**src/rtl/core/prtb_pkg.sv**
```systemverilog
package prtb_pkg;

  localparam int TIMER_COUNT_DEF = 4;
  localparam int CYCLE_WIDTH_DEF = 10;

  // item function codes
  localparam logic [1:0] FUNC_TICK   = 2'd0;
  localparam logic [1:0] FUNC_WRITE  = 2'd1;
  localparam logic [1:0] FUNC_READ   = 2'd2;
  localparam logic [1:0] FUNC_UNUSED = 2'd3;

  // register page
  localparam logic [9:0] TMR_BASE   = 10'h100;
  localparam logic [9:0] FLAG_REG   = 10'h202;
  localparam int         FLAG_SHIFT = 3;
  localparam int         REM_WIDTH  = 10;

  // control word bits
  localparam int CTRL_CASCADE = 2;
  localparam int CTRL_IRQ     = 6;
  localparam int CTRL_START   = 7;

  // controller commands
  typedef struct packed {
    logic capture;
    logic access;
    logic adv;
    logic div_step;
    logic fin;
    logic next_timer;
    logic load_out;
  } prtb_cmd_t;

  // datapath status
  typedef struct packed {
    logic is_tick;
    logic active;
    logic wrap;
    logic div_done;
    logic last_timer;
    logic out_busy;
  } prtb_status_t;

  // prescaler select to shift amount
  function automatic logic [3:0] div_shift(input logic [1:0] sel);
    case (sel)
      2'd0:    div_shift = 4'd0;
      2'd1:    div_shift = 4'd6;
      2'd2:    div_shift = 4'd8;
      default: div_shift = 4'd10;
    endcase
  endfunction

  // prescaler remainder mask
  function automatic logic [REM_WIDTH-1:0] rem_mask(input logic [1:0] sel);
    case (sel)
      2'd0:    rem_mask = 10'h000;
      2'd1:    rem_mask = 10'h03F;
      2'd2:    rem_mask = 10'h0FF;
      default: rem_mask = 10'h3FF;
    endcase
  endfunction

endpackage

```
**src/rtl/core/prtb_ctrl.sv**
```systemverilog
module prtb_ctrl
  import prtb_pkg::*;
(
  input  logic         clk,
  input  logic         rst,
  input  logic         in_valid,
  output logic         in_stall,
  input  prtb_status_t status,
  output prtb_cmd_t    cmd
);

  localparam logic [2:0] S_IDLE = 3'd0;
  localparam logic [2:0] S_DISP = 3'd1;
  localparam logic [2:0] S_ADV  = 3'd2;
  localparam logic [2:0] S_DIV  = 3'd3;
  localparam logic [2:0] S_FIN  = 3'd4;
  localparam logic [2:0] S_NEXT = 3'd5;
  localparam logic [2:0] S_DONE = 3'd6;

  logic [2:0] state, state_next;

  assign in_stall = (state != S_IDLE);

  // next state and commands
  always_comb begin
    state_next = state;
    cmd = '0;
    case (state)
      S_IDLE: begin
        if (in_valid) begin
          cmd.capture = 1'b1;
          state_next = S_DISP;
        end
      end
      S_DISP: begin
        if (status.is_tick) begin
          state_next = S_ADV;
        end else begin
          cmd.access = 1'b1;
          state_next = S_DONE;
        end
      end
      S_ADV: begin
        cmd.adv = 1'b1;
        state_next = (status.active && status.wrap) ? S_DIV : S_NEXT;
      end
      S_DIV: begin
        cmd.div_step = 1'b1;
        if (status.div_done) state_next = S_FIN;
      end
      S_FIN: begin
        cmd.fin = 1'b1;
        state_next = S_NEXT;
      end
      S_NEXT: begin
        if (status.last_timer) begin
          state_next = S_DONE;
        end else begin
          cmd.next_timer = 1'b1;
          state_next = S_ADV;
        end
      end
      S_DONE: begin
        if (!status.out_busy) begin
          cmd.load_out = 1'b1;
          state_next = S_IDLE;
        end
      end
      default: state_next = S_IDLE;
    endcase
  end

  always_ff @(posedge clk) begin
    if (rst) state <= S_IDLE;
    else     state <= state_next;
  end

  // a transfer in starts work
  a_accept_busy: assert property (@(posedge clk) disable iff (rst)
    (in_valid && !in_stall) |=> (state == S_DISP))
    else $error("accepted item did not start dispatch");
  // divider only runs for a wrap
  a_div_entry: assert property (@(posedge clk) disable iff (rst)
    (state == S_DIV) |-> ($past(state) == S_ADV || $past(state) == S_DIV))
    else $error("divider entered out of order");
  // result load only after done
  a_load_done: assert property (@(posedge clk) disable iff (rst)
    cmd.load_out |=> (state == S_IDLE))
    else $error("result load left controller busy");

endmodule

```
**src/rtl/core/prtb_datapath.sv**
```systemverilog
module prtb_datapath
  import prtb_pkg::*;
#(
  parameter int TIMER_COUNT = TIMER_COUNT_DEF,
  parameter int CYCLE_WIDTH = CYCLE_WIDTH_DEF
) (
  input  logic                   clk,
  input  logic                   rst,
  input  logic [1:0]             func,
  input  logic [CYCLE_WIDTH-1:0] tick_cycles,
  input  logic [9:0]             reg_offset,
  input  logic [15:0]            write_data,
  output logic                   out_valid,
  input  logic                   out_stall,
  output logic [15:0]            read_data,
  output logic                   address_hit,
  output logic [3:0]             interrupt_flags,
  input  prtb_cmd_t              cmd,
  output prtb_status_t           status
);

  localparam int IW = (TIMER_COUNT > 1) ? $clog2(TIMER_COUNT) : 1;
  localparam int TW = ((CYCLE_WIDTH > REM_WIDTH) ? CYCLE_WIDTH : REM_WIDTH) + 1;
  localparam int DW = (TW > 17) ? TW : 17;
  localparam int CW = $clog2(DW + 1);

  // timer state
  logic [15:0]          count_value    [TIMER_COUNT];
  logic [15:0]          reload_value   [TIMER_COUNT];
  logic [15:0]          control_word   [TIMER_COUNT];
  logic [15:0]          readback_value [TIMER_COUNT];
  logic [REM_WIDTH-1:0] prescale_rem   [TIMER_COUNT];
  logic [TIMER_COUNT-1:0] flags;

  // captured item
  logic [1:0]             func_q;
  logic [CYCLE_WIDTH-1:0] cycles_q;
  logic [15:0]            data_q;
  logic                   flag_sel, tmr_sel, high_sel;
  logic [IW-1:0]          sel;

  // divider
  logic [DW-1:0] div_num;
  logic [16:0]   div_per;
  logic [16:0]   div_rem;
  logic [CW-1:0] div_cnt;

  // result
  logic [15:0] rdata_q;
  logic        hit_q;

  // offset decode
  logic [9:0] rel;
  logic       dec_tmr;
  assign rel     = reg_offset - TMR_BASE;
  assign dec_tmr = !reg_offset[0] && (reg_offset >= TMR_BASE) &&
                   ({22'd0, rel} < 32'(4 * TIMER_COUNT));

  // tick evaluation for the selected timer
  logic [15:0]   ctrl;
  logic [TW-1:0] total, ticks;
  logic [DW-1:0] ticks_x, gap_x, over;
  logic [16:0]   gap, period;
  logic          active, wrap;
  assign ctrl    = control_word[sel];
  assign active  = ctrl[CTRL_START] && !ctrl[CTRL_CASCADE];
  assign total   = TW'(prescale_rem[sel]) + TW'(cycles_q);
  assign ticks   = total >> div_shift(ctrl[1:0]);
  assign gap     = 17'h10000 - {1'b0, count_value[sel]};
  assign period  = 17'h10000 - {1'b0, reload_value[sel]};
  assign ticks_x = DW'(ticks);
  assign gap_x   = DW'(gap);
  assign wrap    = ticks_x >= gap_x;
  assign over    = ticks_x - gap_x;

  // one restoring step
  logic [17:0] r_sh, r_sub;
  assign r_sh  = {div_rem, div_num[DW-1]};
  assign r_sub = r_sh - {1'b0, div_per};

  assign status.is_tick    = (func_q == FUNC_TICK);
  assign status.active     = active;
  assign status.wrap       = wrap;
  assign status.div_done   = (div_cnt == CW'(1));
  assign status.last_timer = (sel == IW'(TIMER_COUNT - 1));
  assign status.out_busy   = out_valid && out_stall;

  always_ff @(posedge clk) begin
    if (rst) begin
      for (int i = 0; i < TIMER_COUNT; i++) begin
        count_value[i]    <= '0;
        reload_value[i]   <= '0;
        control_word[i]   <= '0;
        readback_value[i] <= '0;
        prescale_rem[i]   <= '0;
      end
      flags     <= '0;
      out_valid <= 1'b0;
    end else begin
      // output register
      if (cmd.load_out) begin
        out_valid       <= 1'b1;
        read_data       <= rdata_q;
        address_hit     <= hit_q;
        interrupt_flags <= 4'(flags);
      end else if (out_valid && !out_stall) begin
        out_valid <= 1'b0;
      end

      if (cmd.capture) begin
        func_q   <= func;
        cycles_q <= tick_cycles;
        data_q   <= write_data;
        flag_sel <= (reg_offset == FLAG_REG);
        tmr_sel  <= dec_tmr;
        high_sel <= rel[1];
        sel      <= (func == FUNC_TICK || !dec_tmr) ? '0 : IW'(rel[9:2]);
        rdata_q  <= '0;
        hit_q    <= 1'b0;
      end

      // register access
      if (cmd.access) begin
        if (func_q == FUNC_WRITE) begin
          if (flag_sel) begin
            hit_q <= 1'b1;
            flags <= flags & ~data_q[FLAG_SHIFT +: TIMER_COUNT];
          end else if (tmr_sel) begin
            hit_q <= 1'b1;
            if (!high_sel) begin
              reload_value[sel]   <= data_q;
              readback_value[sel] <= data_q;
            end else begin
              if (!control_word[sel][CTRL_START] && data_q[CTRL_START])
                count_value[sel] <= reload_value[sel];
              control_word[sel] <= data_q;
            end
          end
        end else if (func_q == FUNC_READ) begin
          if (flag_sel) begin
            hit_q   <= 1'b1;
            rdata_q <= 16'({flags, FLAG_SHIFT'(0)});
          end else if (tmr_sel) begin
            hit_q   <= 1'b1;
            rdata_q <= high_sel ? control_word[sel] : readback_value[sel];
          end
        end
      end

      // advance selected timer
      if (cmd.adv && active) begin
        prescale_rem[sel] <= total[REM_WIDTH-1:0] & rem_mask(ctrl[1:0]);
        if (!wrap) begin
          count_value[sel]    <= count_value[sel] + ticks[15:0];
          readback_value[sel] <= count_value[sel] + ticks[15:0];
        end else begin
          div_num <= over;
          div_per <= period;
          div_rem <= '0;
          div_cnt <= CW'(DW);
        end
      end

      if (cmd.div_step) begin
        div_num <= {div_num[DW-2:0], 1'b0};
        div_rem <= r_sub[17] ? r_sh[16:0] : r_sub[16:0];
        div_cnt <= div_cnt - CW'(1);
      end

      // wrap: reload plus leftover
      if (cmd.fin) begin
        count_value[sel]    <= reload_value[sel] + div_rem[15:0];
        readback_value[sel] <= reload_value[sel] + div_rem[15:0];
        if (control_word[sel][CTRL_IRQ]) flags[sel] <= 1'b1;
      end

      if (cmd.next_timer) sel <= sel + IW'(1);
    end
  end

  // divider remainder stays below divisor
  a_rem_bound: assert property (@(posedge clk) disable iff (rst)
    cmd.fin |-> ({1'b0, div_rem} < {1'b0, div_per}))
    else $error("divider remainder out of range");
  // a held result does not change
  a_out_hold: assert property (@(posedge clk) disable iff (rst)
    (out_valid && out_stall) |=> (out_valid && $stable(read_data)))
    else $error("stalled result changed");
  // divider never starts with a zero divisor
  a_per_nz: assert property (@(posedge clk) disable iff (rst)
    cmd.div_step |-> (div_per != 17'd0))
    else $error("zero divisor");

endmodule

```
**src/rtl/core/prescaled_reload_timer_bank_core.sv**
```systemverilog
// Write, read or unused item: captured in S_IDLE, accessed in S_DISP, result loaded in S_DONE.
// Tick item: each timer is advanced in turn, plus a DW-bit division (DW = max(CYCLE_WIDTH+1, 17))
//   for each timer that wraps, by the bit-serial modulo unit shared by all timers.
// Throughput: one item at a time; the next transfer is taken in the cycle after the result loads.
//   A waiting result holds only the result load, not the next transfer.
// Reset (rst, synchronous): all timers stopped, counters, reloads and flags zero.
module prescaled_reload_timer_bank_core
  import prtb_pkg::*;
#(
  parameter int TIMER_COUNT = TIMER_COUNT_DEF,
  parameter int CYCLE_WIDTH = CYCLE_WIDTH_DEF
) (
  input  logic                   clk,
  input  logic                   rst,
  input  logic                   in_valid,
  output logic                   in_stall,
  input  logic [1:0]             func,
  input  logic [CYCLE_WIDTH-1:0] tick_cycles,
  input  logic [9:0]             reg_offset,
  input  logic [15:0]            write_data,
  output logic                   out_valid,
  input  logic                   out_stall,
  output logic [15:0]            read_data,
  output logic                   address_hit,
  output logic [3:0]             interrupt_flags
);

  prtb_cmd_t    cmd;
  prtb_status_t status;

  prtb_ctrl u_ctrl (
    .clk      (clk),
    .rst      (rst),
    .in_valid (in_valid),
    .in_stall (in_stall),
    .status   (status),
    .cmd      (cmd)
  );

  prtb_datapath #(
    .TIMER_COUNT (TIMER_COUNT),
    .CYCLE_WIDTH (CYCLE_WIDTH)
  ) u_dp (
    .clk             (clk),
    .rst             (rst),
    .func            (func),
    .tick_cycles     (tick_cycles),
    .reg_offset      (reg_offset),
    .write_data      (write_data),
    .out_valid       (out_valid),
    .out_stall       (out_stall),
    .read_data       (read_data),
    .address_hit     (address_hit),
    .interrupt_flags (interrupt_flags),
    .cmd             (cmd),
    .status          (status)
  );

endmodule

```
**config.mk**
```make
export PLATFORM = sky130hd
export DESIGN_NAME = prescaled_reload_timer_bank_core
export DESIGN_NICKNAME = d
export VERILOG_FILES = /design/src/rtl/core/prtb_pkg.sv /design/src/rtl/core/prtb_ctrl.sv /design/src/rtl/core/prtb_datapath.sv /design/src/rtl/core/prescaled_reload_timer_bank_core.sv
export SDC_FILE = /design/constraint.sdc
export NUM_CORES = 1
export LEC_CHECK = 0
export CELL_PAD_IN_SITES_DETAIL_PLACEMENT = 0
export CELL_PAD_IN_SITES_GLOBAL_PLACEMENT = 1
export CORE_MARGIN = 2
export CORE_UTILIZATION = 57
export CTS_CLUSTER_SIZE = 25
export DETAILED_ROUTE_END_ITERATION = 8
export DONT_BUFFER_PORTS = 1
export PLACE_DENSITY = 0.94
export SLEW_MARGIN = 0
export SYNTH_ARGS = -nofsm -noshare
export SYNTH_HDL_FRONTEND = slang
export SYNTH_HIERARCHICAL = 1
export SYNTH_SLANG_ARGS = --single-unit
```
**constraint.sdc**
```tcl
create_clock -name clk -period 22.2 [get_ports clk]
set_input_delay 2.22 -clock clk [delete_from_list [all_inputs] [get_ports clk]]
set_output_delay 2.22 -clock clk [all_outputs]
set_load 0.02 [all_outputs]
```
=== After elaboration in Yosys (flattened, before gate mapping) ===
Memories as Yosys holds them, arrays and structs flattened. A register that Yosys moved wholly into a read port is not among the register bits.
Index checks and enable logic that the tools add are counted.

* $add $sub $neg: 9
* Multipliers: 0
* Div/mod/pow operators: 0
* $lt $le $gt $ge: 5
* Eq/ne operators: 16
* Shift-type cells: 1
* Muxes and demuxes: 116
* Bitwise gates (word level): 9
* Reduce and logical (&&, ||, !) cells: 35

{| class="wikitable"
|+ Operators by type and width
! kind !! count
|-
| $mux W16 || 15
|-
| $mux W17 || 7
|-
| $reduce_or A16 Y1 || 4
|-
| $mux W1 || 59
|-
| $sub A17 B16 Y17 const A || 2
|-
| $mux W10 || 3
|-
| $pmux W10 S3 || 1
|-
| $mux W2 || 13
|-
| $mux W4 || 6
|-
| $pmux W3 S7 || 1
|-
| $mux W3 || 6
|-
| $sub A18 B17 Y18 || 1
|-
| $ge A11 B17 Y1 || 1
|-
| $sub A11 B17 Y17 || 1
|-
| $add A16 B16 Y16 || 1
|-
| $mux W5 || 3
|-
| $pmux W4 S3 || 1
|-
| $add A10 B10 Y11 || 1
|-
| $shr A11 B4 Y11 || 1
|-
| $and A10 B10 Y10 || 1
|-
| $eq A10 B10 Y1 const B || 1
|-
| $ge A10 B9 Y1 const B || 1
|-
| $lt A10 B5 Y1 const B || 1
|-
| $reduce_or A10 Y1 || 1
|-
| 27 further kinds || 59
|}

* Flip-flop bits (word level): 135
* Bits in latches: 0
* RAM bits: 296
* Bits in read-only memories: 0
* Bits of input ports: 42
* Output and inout port bits: 23
* Logic and storage cells: 216
* Memories: 5

{| class="wikitable"
|+ Memory list
! name !! depth !! width !! read ports !! clocked after Yosys merged registers in !! wr ports !! RTL line !! text
|-
| u_dp.control_word || 4 || 16 || 1 || 1 || 4 || prtb_datapath.sv:30 || <nowiki>logic [15:0] control_word [TIMER_COUNT];</nowiki>
|-
| u_dp.count_value || 4 || 16 || 1 || 1 || 4 || prtb_datapath.sv:28 || <nowiki>logic [15:0] count_value [TIMER_COUNT];</nowiki>
|-
| u_dp.readback_value || 4 || 16 || 1 || 1 || 4 || prtb_datapath.sv:31 || <nowiki>logic [15:0] readback_value [TIMER_COUNT];</nowiki>
|-
| u_dp.reload_value || 4 || 16 || 1 || 1 || 4 || prtb_datapath.sv:29 || <nowiki>logic [15:0] reload_value [TIMER_COUNT];</nowiki>
|-
| u_dp.prescale_rem || 4 || 10 || 1 || 1 || 4 || prtb_datapath.sv:32 || <nowiki>logic [REM_WIDTH-1:0] prescale_rem [TIMER_COUNT];</nowiki>
|}

=== Depth between registers and ports, before layout ===
Gate-level depths: netlist of run 1.

* Word-level depth: 14
* Depth in mapped cells: 31
* Mapped depth without buffers: 24

=== Hierarchy ===
The synthesis of run 1 kept the hierarchy.

{| class="wikitable"
|+ By module, submodules not included
! module !! instances !! cells an instance !! area an instance (um2) !! seq. area each (um2)
|-
| prtb_datapath || 1 || 1716 || 21499.4 || 12842.3
|-
| prtb_ctrl || 1 || 40 || 284.0 || 60.1
|}

=== Worst setup path before layout of run 1 ===
Ideal clock, no wire load.

* Path kind: register to register
* From: register (tool-made name)
* To: register u_dp.div_cnt[0] (enable)
* Setup time: 449 ps
* Arrival: 8155 ps
* Required time: 21751 ps
* Setup slack: 13596 ps
* Cell stages (with the launch flop): 24
* Path buffers: 6
* Clock period less this slack: 8604 ps
* Cell sequence: dfxtp_1 > buf_6 > buf_6 > buf_2 > buf_2 > buf_2 > buf_1 > mux4_2 > ha_1 > a21o_1 > a21oi_1 > o21ai_0 > a2111oi_0 > nor2_1 > a211oi_1 > mux2_2 > nor2_1 > ha_1 > o211ai_1 > a31oi_1 > o21ai_0 > a21boi_1 > nand2_4 > o22ai_1

{| class="wikitable"
|+ RTL lines
! item !! RTL line !! text
|-
| end signal, assigned || prtb_datapath.sv:160 || <nowiki>div_cnt <= CW'(DW);</nowiki>
|-
| end signal, assigned || prtb_datapath.sv:167 || <nowiki>div_cnt <= div_cnt - CW'(1);</nowiki>
|-
| end, declared || prtb_datapath.sv:46 || <nowiki>logic [CW-1:0] div_cnt;</nowiki>
|}

==> metrics.cfg, run 1 <==
[cells_and_area]
final_net_count=1851
diodes=0
multi_input_area_mm2=0.00809
syn_to_final_growth_pct=8.79
layout-drive-gt1-share=0.121
final-seq-area_mm2=0.0129
fill_cells=2769

[floorplanning]
core_mm2=0.0377
die_y_um=199
initial_core_util=0.578
dieArea_mm2=0.0398
die_x_um=199
rows=71
io_pins=65

[global_routing]
grt_max_degree=77
grtUsageTotal=0.267
grt_antenna_before_repair=0
grt_pass1_wl_um=79500
grt_overflow=0
grt_pass1_vias=13700

[power_and_ir_drop]
peakVddDrop_mv=0.0711
finalPower_w=0.00198
total_leakage_power_nw=8.56
powerDensity_mw_per_mm2=83.5

[clock_tree]
cts_made_buffers=45
clk_latency_ps=590
h-tree-depth=2
cts_num_sinks=433
path_clk_slew_ps=60
cts_tree=done
hold_buffers=0
cts_resized=0
root_buffer=clkbuf_16
cts_buffer_depth=3
postCtsSetupBuffers=0

[timing]
final.period_utilization=0.310
grt_setup_unrepaired=false
setup_ws_ps=15320
fin_hold_ws_ps=458
worstMarginPinSlew_ps=1160
finalSetupTns_ps=0
finalSetupViolations=0
slew_headroom=0.224
skew_ps=30.0
hold_viol=0
final_max_slew_viol_count=0
max_freq_mhz=145
fin_crit_ps=6880

[run]
maxCapViolations=0

[critical_path]
worstPathMaxFanout=21
worst_setup_path_end_kind=flip-flop
cp_data_required_time_ps=22440
worstPathArrival_ps=7120
critPathKind=reg2reg
cp-start-kind=flip-flop

[yosys]
synthFlopType=edfxtp_1
synth.top_cells.by_count=edfxtp_1, nor2_1, nand2_1, nor3_1, inv_1
syn-mean-instance-area_um2=12.4
synth.ff_latch_count=433
synth_area_mm2=0.0218
synth_edf_count=423
yosysMostFrequentCell=edfxtp_1
synthTopCellsByArea=edfxtp_1, mux4_2, nor2_1, ha_1, nor3_1
synth_top_area_cell=edfxtp_1
yosysTopAreaCellShare=0.583
ys_seq_area_frac=0.592
synth_nets=1863
synth.distinct_cells=76
syn_inst=1756
async_flop_share=0
yosysWarnings=6

[drt]
via_per_inst=6.27
drt-wirelength-per-cell_um=22.7
drt-total-wl_um=52000
firstDrtPassIters=6
ant_nets=0
drc_errors=0
drt_iter0_drc=1819
via_count=14300

[hold_path]
hp-class=reg2reg

[placement]
post-dp-hpwl_um=34600
post-place-ws_ps=15460
routabilityCongestion=0.892
io_buffers=0

[status]
status=finished, final reports clean

## cell families after synthesis
group	share of synthesized area
AO/OA/AOI/OAI	0.0743
XOR/XNOR	0.0261
adder cells (fa/ha/maj)	0.0387
buffers and inverters	0.0384
flip-flops	0.592
multiplexers	0.0936
AND/OR/NAND/NOR	0.137
## layout by cell type (no fill, tap or decap), types with 7 or more instances in the layout
master	count
edfxtp_1	423
nor2_1	244
nand2_1	141
nor3_1	120
inv_1	96
o21ai_0	82
mux4_2	69
ha_1	61
a21oi_1	53
clkbuf_16	45
xnor2_1	36
buf_4	32
xor2_1	29
mux2i_1	24
nor2b_1	20
nand2b_1	19
nand3_1	15
o211ai_1	15
or2_2	14
and3_1	12
clkinv_1	11
mux2_2	10
o21a_1	10
clkinv_2	9
a22oi_1	9
dfxtp_1	8
a21o_1	8
nor4_1	8
a211oi_1	8
o31ai_1	8
and2_1	8
a21boi_0	7
o22ai_1	7
## registers in the layout (all words and copies together) (netlist names), 17 cells and up, named ones only
signal / flops
u_dp/control_word: 64
u_dp/count_value: 64
u_dp/div_num: 17
u_dp/div_per: 17
u_dp/div_rem: 17
u_dp/prescale_rem: 40
u_dp/readback_value: 64
u_dp/reload_value: 64
## area by class of cell
| class | count | area share |
|---|---|---|
| sequential | 433 | 0.545 |
| multi-input combinational | 1134 | 0.341 |
| clock buffer | 49 | 0.0482 |
| tap | 511 | 0.0270 |
| inverter | 98 | 0.0155 |
| clock inverter | 30 | 0.0130 |
| timing repair buffer | 32 | 0.0101 |
## critical path, stage by stage (launching register included)
cell and delay [ps]:
dfxtp_4 680, mux4_2 580, ha_1 290, a21o_1 160, a21oi_1 220, o21ai_0 160
a2111oi_0 660, nor2_1 170, a211oi_1 790, o22ai_1 230, ha_1 350, nor2b_1 140
o211ai_1 230, a31oi_1 140, o21ai_0 450, a21boi_1 210, a21oi_1 420, nor4_1 150
nor2_1 170, buf_4 290
## stage by stage
| stage | util | area, µm² | cells |
|---|---|---|---|
| after floorplan | - | 21800 | 1756 |
| after global placement | 0.591 | 22200 | 2208 |
| after detailed placement | 0.591 | 22200 | 2208 |
| after CTS | 0.629 | 23700 | 2287 |
| after global routing | 0.629 | 23700 | 2287 |
| final | 0.629 | 23700 | 2287 |
## layer usage
layer	vias up	wire, µm	global-route usage
met1	6958	21300	0.385
met4	0	1480	0.0919
met5	-	0	0
li1	6470	-	-
met3	99	5650	0.0655
met2	820	23600	0.398
## power breakdown
part	switching (W)	leakage, nW	internal [W]	total [W]
sequential	0.0000187	4.27	0.000939	0.000958
clock	0.000312	0.714	0.000430	0.000743
combinational	0.000173	3.58	0.000106	0.000278
## path summary, 6_finish.rpt
path                                    from                                end  slack, ps  cells past startpoint
setup / recovery                   flip-flop  u_dp/count_value[3][15]$_DFFE_PP_      15320                     19
hold / removal    u_dp/rdata_q[13]$_DFFE_PN_       u_dp/read_data[13]$_DFFE_PP_        460                      0
setup reg to reg                   flip-flop  u_dp/count_value[3][15]$_DFFE_PP_      15320                     19
hold reg to reg   u_dp/rdata_q[13]$_DFFE_PN_       u_dp/read_data[13]$_DFFE_PP_        460                      0
(Power assumes the default switching activity.)
==> inputs of run 2 (changes only) <==
CORE_UTILIZATION = 48   (was 57)
PLACE_DENSITY = 0.85   (was 0.94)
clock period = 6.05 ns   (was 22.2 ns; I/O delays follow)
==> metrics.cfg, run 2 (synthesis results as in run 1) <==
[timing]
fin_hold_ws_ps=88.4  ; -370 ps
finalSetupTns_ps=0  ; unchanged
final.period_utilization=0.923  ; +0.614
grt_setup_unrepaired=false
final_max_slew_viol_count=0  ; unchanged
fin_crit_ps=5590  ; -1290 ps
finalSetupViolations=0  ; unchanged
slew_headroom=0.242  ; +0.0186
worstMarginPinSlew_ps=1130  ; -26.0 ps
max_freq_mhz=179  ; +23%
hold_viol=0  ; unchanged
skew_ps=24.2  ; -5.82 ps

[critical_path]
crit_chain=mux4_2 > ha_1 > inv_1 > fa_1 > nor2b_1 > o21ai_0 > a21boi_0 > o21ai_0 > a21oi_1 > xnor2_1 > or2_2 > a31o_2 > ha_1 > fa_1 > nor2b_1 > o2111ai_1 > a41oi_1 > o2111ai_1 > a2111oi_0 > nor3_1 > xor2_1 > o21ai_0
cpMaxStageDelayCell=mux4_2
critPathTopFamily=compound AO/OA/AOI/OAI gates
worstPathMaxFanout=13  ; -38%
cp_slowest_stage_delay_ps=540  ; -250 ps
worst-path-buf-inv=1  ; unchanged
cp-start-kind=flip-flop
worstPathArrival_ps=5900  ; -1220 ps
worst_setup_path_end_kind=flip-flop
cp_data_required_time_ps=6370  ; -16070 ps
critPathMostFrequentCell=o21ai_0
critPathKind=reg2reg

[clock_tree]
cts_made_buffers=45  ; unchanged
cts_num_sinks=433  ; unchanged
h-tree-depth=2  ; unchanged
clk_latency_ps=590  ; about the same
cts_tree=done
cts_buffer_depth=3  ; unchanged
hold_buffers=0  ; unchanged
path_clk_slew_ps=70  ; about the same
root_buffer=clkbuf_16

[floorplanning]
die_y_um=217  ; +8.8%
core_mm2=0.0451  ; +20%
rows=78  ; +9.9%
io_pins=65  ; unchanged
initial_core_util=0.483  ; -0.0952
dieArea_mm2=0.0471  ; +18%
die_x_um=217  ; +8.8%

[cells_and_area]
instances_no_fill=2384  ; +4.2%
final_net_count=1857  ; +0.32%
final_design_area_no_fill_mm2=0.0242  ; +1.9%
layout_commonest_cell=edfxtp_1
diodes=0  ; unchanged
layout-drive-gt1-share=0.133  ; +0.0123
syn_to_final_growth_pct=10.9
final_cell_mix=edfxtp_1, nor2_1, nand2_1

[drt]
drc_errors=0  ; unchanged
via_count=14100  ; -1.7%
ant_nets=0  ; unchanged
drt-wirelength-per-cell_um=22.1  ; -2.7%
drt-total-wl_um=52700  ; +1.4%
firstDrtPassIters=5  ; -1
drt_iter0_drc=1654  ; -9.1%
via_per_inst=5.91  ; -5.7%

[global_routing]
grt_pass1_vias=13600  ; -1.0%
grt_pass1_wl_um=80400  ; +1.2%
grtUsageTotal=0.224  ; -0.0427
grt_antenna_before_repair=0  ; unchanged
grt_max_degree=65  ; -16%
grt_overflow=0  ; unchanged

[status]
status=finished, final reports clean

[placement]
place_area_mm2=0.0225  ; +1.1%
io_buffers=0  ; unchanged
routabilityCongestion=0.890  ; -0.22%
post-dp-hpwl_um=35600  ; +2.8%
placed_cells=2294  ; +3.9%

[hold_path]
hp-class=in2reg

[power_and_ir_drop]
peakVddDrop_mv=0.237  ; +230%
total_leakage_power_nw=8.68  ; +1.3%
powerDensity_mw_per_mm2=306  ; +270%

[run]
maxCapViolations=0  ; unchanged

==> run 2: cell types whose count changed in the layout (fill, tap and decap cells not counted), sizes merged <==
cell      before  now
inv          100  101
clkinvlp       0    1
clkinv        23   10
buf           32   38
clkbuf        49   62
==> run 2: final timing paths <==
path              slack (ps)                       from                     endpoint  cells past startpoint
setup / recovery         460                  flip-flop   u_dp/div_num[12]$_DFFE_PP_                     22
hold / removal            90                        rst     u_dp/flags[0]$_SDFF_PP0_                      1
setup reg to reg         460                  flip-flop   u_dp/div_num[12]$_DFFE_PP_                     22
hold reg to reg          440  u_dp/rdata_q[6]$_DFFE_PN_  u_dp/read_data[6]$_DFFE_PP_                      0
==> run 2: layer usage <==
metal	part of all wire	up-vias	track usage
li1	-	6491	-
met1	0.43	6960	0.320
met2	0.46	559	0.342
met3	0.087	91	0.0492
met4	0.028	0	0.0744
met5	0	-	0
==> run 2: what timing repair did <==
item	4_1_cts	5_1_grt
resized for setup	0	1
setup buffers	0	9
hold endpoints to repair	0	0
endpoints found under the setup margin	0	129
==> run 2: where the power goes <==
group	leakage [nW]	total, W	switching (W)	internal, W
Combinational	3.68	0.00106	0.000642	0.000419
Sequential	4.27	0.00351	0.0000667	0.00345
Clock	0.726	0.00281	0.00116	0.00164
Total	8.68	0.00738	0.00187	0.00551
==> run 2: cell type report <==
cell class                 instances  area, µm²
fill                            3708      20900
clock inverter                    19        274
tap                              600        751
clock buffer                      62       1220
sequential                       433      12900
inverter                          98        368
multi-input combinational       1134       8210
timing repair buffer              38        423
==> run 2: per-stage QoR <==
step | util | worst slack, ps | total power [W]
2_1_floorplan | - | 5.30 | 0.00432
3_3_place_gp | 0.499 | 436 | 0.00457
3_5_place_dp | 0.499 | 373 | 0.00460
4_1_cts | 0.532 | 326 | 0.00740
5_1_grt | 0.536 | 28.9 | 0.00765
6_report | 0.536 | 463 | 0.00738
==> inputs of run 3 (changes only) <==
HOLD_SLACK_MARGIN = 0.12   (was unset)
==> metrics.cfg, run 3 (synthesis results as in run 1) <==
[placement]
io_buffers=0  ; unchanged
post-place-ws_ps=373  ; unchanged
routabilityCongestion=0.890  ; unchanged
post-dp-hpwl_um=35600  ; unchanged
place_area_mm2=0.0225  ; unchanged

[floorplanning]
io_pins=65  ; unchanged
initial_core_util=0.483  ; unchanged
die_x_um=217  ; unchanged
die_y_um=217  ; unchanged
rows=78  ; unchanged
dieArea_mm2=0.0471  ; unchanged
core_mm2=0.0451  ; unchanged

[critical_path]
worstPathArrival_ps=5910  ; about the same
worstPathMaxFanout=13  ; unchanged
cp_slowest_stage_delay_ps=540  ; about the same
ff2ff_setup_slack_ps=450  ; about the same
worst_setup_path_end_kind=flip-flop
critPathTopFamily=compound AO/OA/AOI/OAI gates
critPathKind=reg2reg
cpMaxStageDelayCell=mux4_2
critPathMostFrequentCell=o21ai_0
cp_data_required_time_ps=6370  ; about the same
critical_path_depth=22  ; unchanged
worst-path-buf-inv=1  ; unchanged
reg2regPathDepth=22  ; unchanged
cp-start-kind=flip-flop
crit_chain=mux4_2 > ha_1 > inv_1 > fa_1 > nor2b_1 > o21ai_0 > a21boi_0 > o21ai_0 > a21oi_1 > xnor2_1 > or2_2 > a31o_2 > ha_1 > fa_1 > nor2b_1 > o2111ai_1 > a41oi_1 > o2111ai_1 > a2111oi_0 > nor3_1 > xor2_1 > o21ai_0

[clock_tree]
clk_latency_ps=600  ; about the same
cts_buffer_depth=3  ; unchanged
cts_made_buffers=45  ; unchanged
root_buffer=clkbuf_16
cts_tree=done
path_clk_slew_ps=70  ; about the same
cts_num_sinks=433  ; unchanged
h-tree-depth=2  ; unchanged

[power_and_ir_drop]
peakVddDrop_mv=0.237  ; -0.12%
powerDensity_mw_per_mm2=302  ; -1.0%
total_leakage_power_nw=8.80  ; +1.4%

[hold_path]
whs_path_depth=1  ; unchanged
hp-class=in2reg
holdCritStartpoint=reg_offset[4]

[timing]
finalSetupTns_ps=0  ; unchanged
setup_ws_ps=452  ; -11.0 ps
hold_viol=0  ; unchanged
finalSetupViolations=0  ; unchanged
skew_ps=27.3  ; +3.15 ps
worstMarginPinSlew_ps=1130  ; -6.77 ps
max_freq_mhz=179  ; -0.20%
fin_crit_ps=5600  ; +11.0 ps
slew_headroom=0.247  ; +0.00430
final_max_slew_viol_count=0  ; unchanged
final.period_utilization=0.925  ; +0.00182
grt_setup_unrepaired=false

[drt]
drt_iter0_drc=1690  ; +2.2%
via_per_inst=5.91  ; -0.13%
drc_errors=0  ; unchanged
drt-wirelength-per-cell_um=22.0  ; -0.48%
firstDrtPassIters=5  ; unchanged
via_count=14300  ; +1.1%
ant_nets=0  ; unchanged
drt-total-wl_um=53200  ; +0.77%

[global_routing]
grt_pass1_wl_um=81300  ; +1.1%
grt_overflow=0  ; unchanged
grt_max_degree=65  ; unchanged
grt_antenna_before_repair=0  ; unchanged
grtUsageTotal=0.226  ; +0.00242
grt_pass1_vias=13700  ; +0.94%

[cells_and_area]
fill_cells=3683  ; -0.67%
final-seq-area_mm2=0.0129  ; unchanged
layout-drive-gt1-share=0.131  ; -0.00221
layout_commonest_cell=edfxtp_1
diodes=0  ; unchanged
final_design_area_no_fill_mm2=0.0245  ; +1.2%
final_net_count=1887  ; +1.6%
multi_input_area_mm2=0.00821  ; unchanged
syn_to_final_growth_pct=12.3
final_cell_mix=edfxtp_1, nor2_1, nand2_1

[run]
maxCapViolations=0  ; unchanged

[status]
status=finished, final reports clean

-- run 3: report_power, final --
group / internal, W / total (W) / switching (W) / leakage (nW)
Clock: 0.00164 / 0.00280 / 0.00116 / 0.726
Sequential: 0.00345 / 0.00351 / 0.0000667 / 4.27
Combinational: 0.000432 / 0.00108 / 0.000647 / 3.81
-- run 3: area by class of cell --
class | instances | area share
Inverter | 98 | 0.0150
Multi-Input combinational cell | 1134 | 0.336
Clock inverter | 19 | 0.0112
Timing Repair Buffer | 68 | 0.0296
Clock buffer | 62 | 0.0499
Tap cell | 600 | 0.0307
Sequential cell | 433 | 0.528
-- run 3: worst register-to-register path, delay by kind of cell, from the launching register on --
kind / cells / cell delay [ps]
AO/OA/AOI/OAI: 10 / 2230
adder cells (fa/ha/maj): 4 / 1070
AND/OR/NAND/NOR: 4 / 620
multiplexers: 1 / 550
flip-flops: 1 / 500
XOR/XNOR: 2 / 320
buffers and inverters: 1 / 70
-- run 3: path summary, 6_finish.rpt --
path | to
max | u_dp/div_num[12]$_DFFE_PP_
min | u_dp/flag_sel$_DFFE_PP_
max reg2reg | u_dp/div_num[12]$_DFFE_PP_
min reg2reg | u_dp/read_data[6]$_DFFE_PP_
-- run 3: layer usage --
layer	up-vias	GRT usage	routed length, µm
li1	6549	-	-
met1	6978	0.323	22500
met2	644	0.348	24400
met3	89	0.0482	4790
met4	0	0.0753	1470
met5	-	0	0
-- run 3: timing repair --
| action | in CTS | in global routing |
|---|---|---|
| endpoints found under the setup margin | 0 | 129 |
| buffers inserted | 0 | 9 |
| hold buffers | 30 | 0 |
| resized for setup | 0 | 1 |
| hold endpoints to repair | 35 | 0 |
-- run 3: metrics by stage --
step	hold slack [ps]	power, W	utilization	instances
6_report	213	0.00740	0.542	2414
5_1_grt	187	0.00767	0.542	2414
4_1_cts	179	0.00741	0.539	2405
3_5_place_dp	430	0.00460	0.499	2294
3_3_place_gp	427	0.00457	0.499	2294
2_1_floorplan	418	0.00432	-	1756
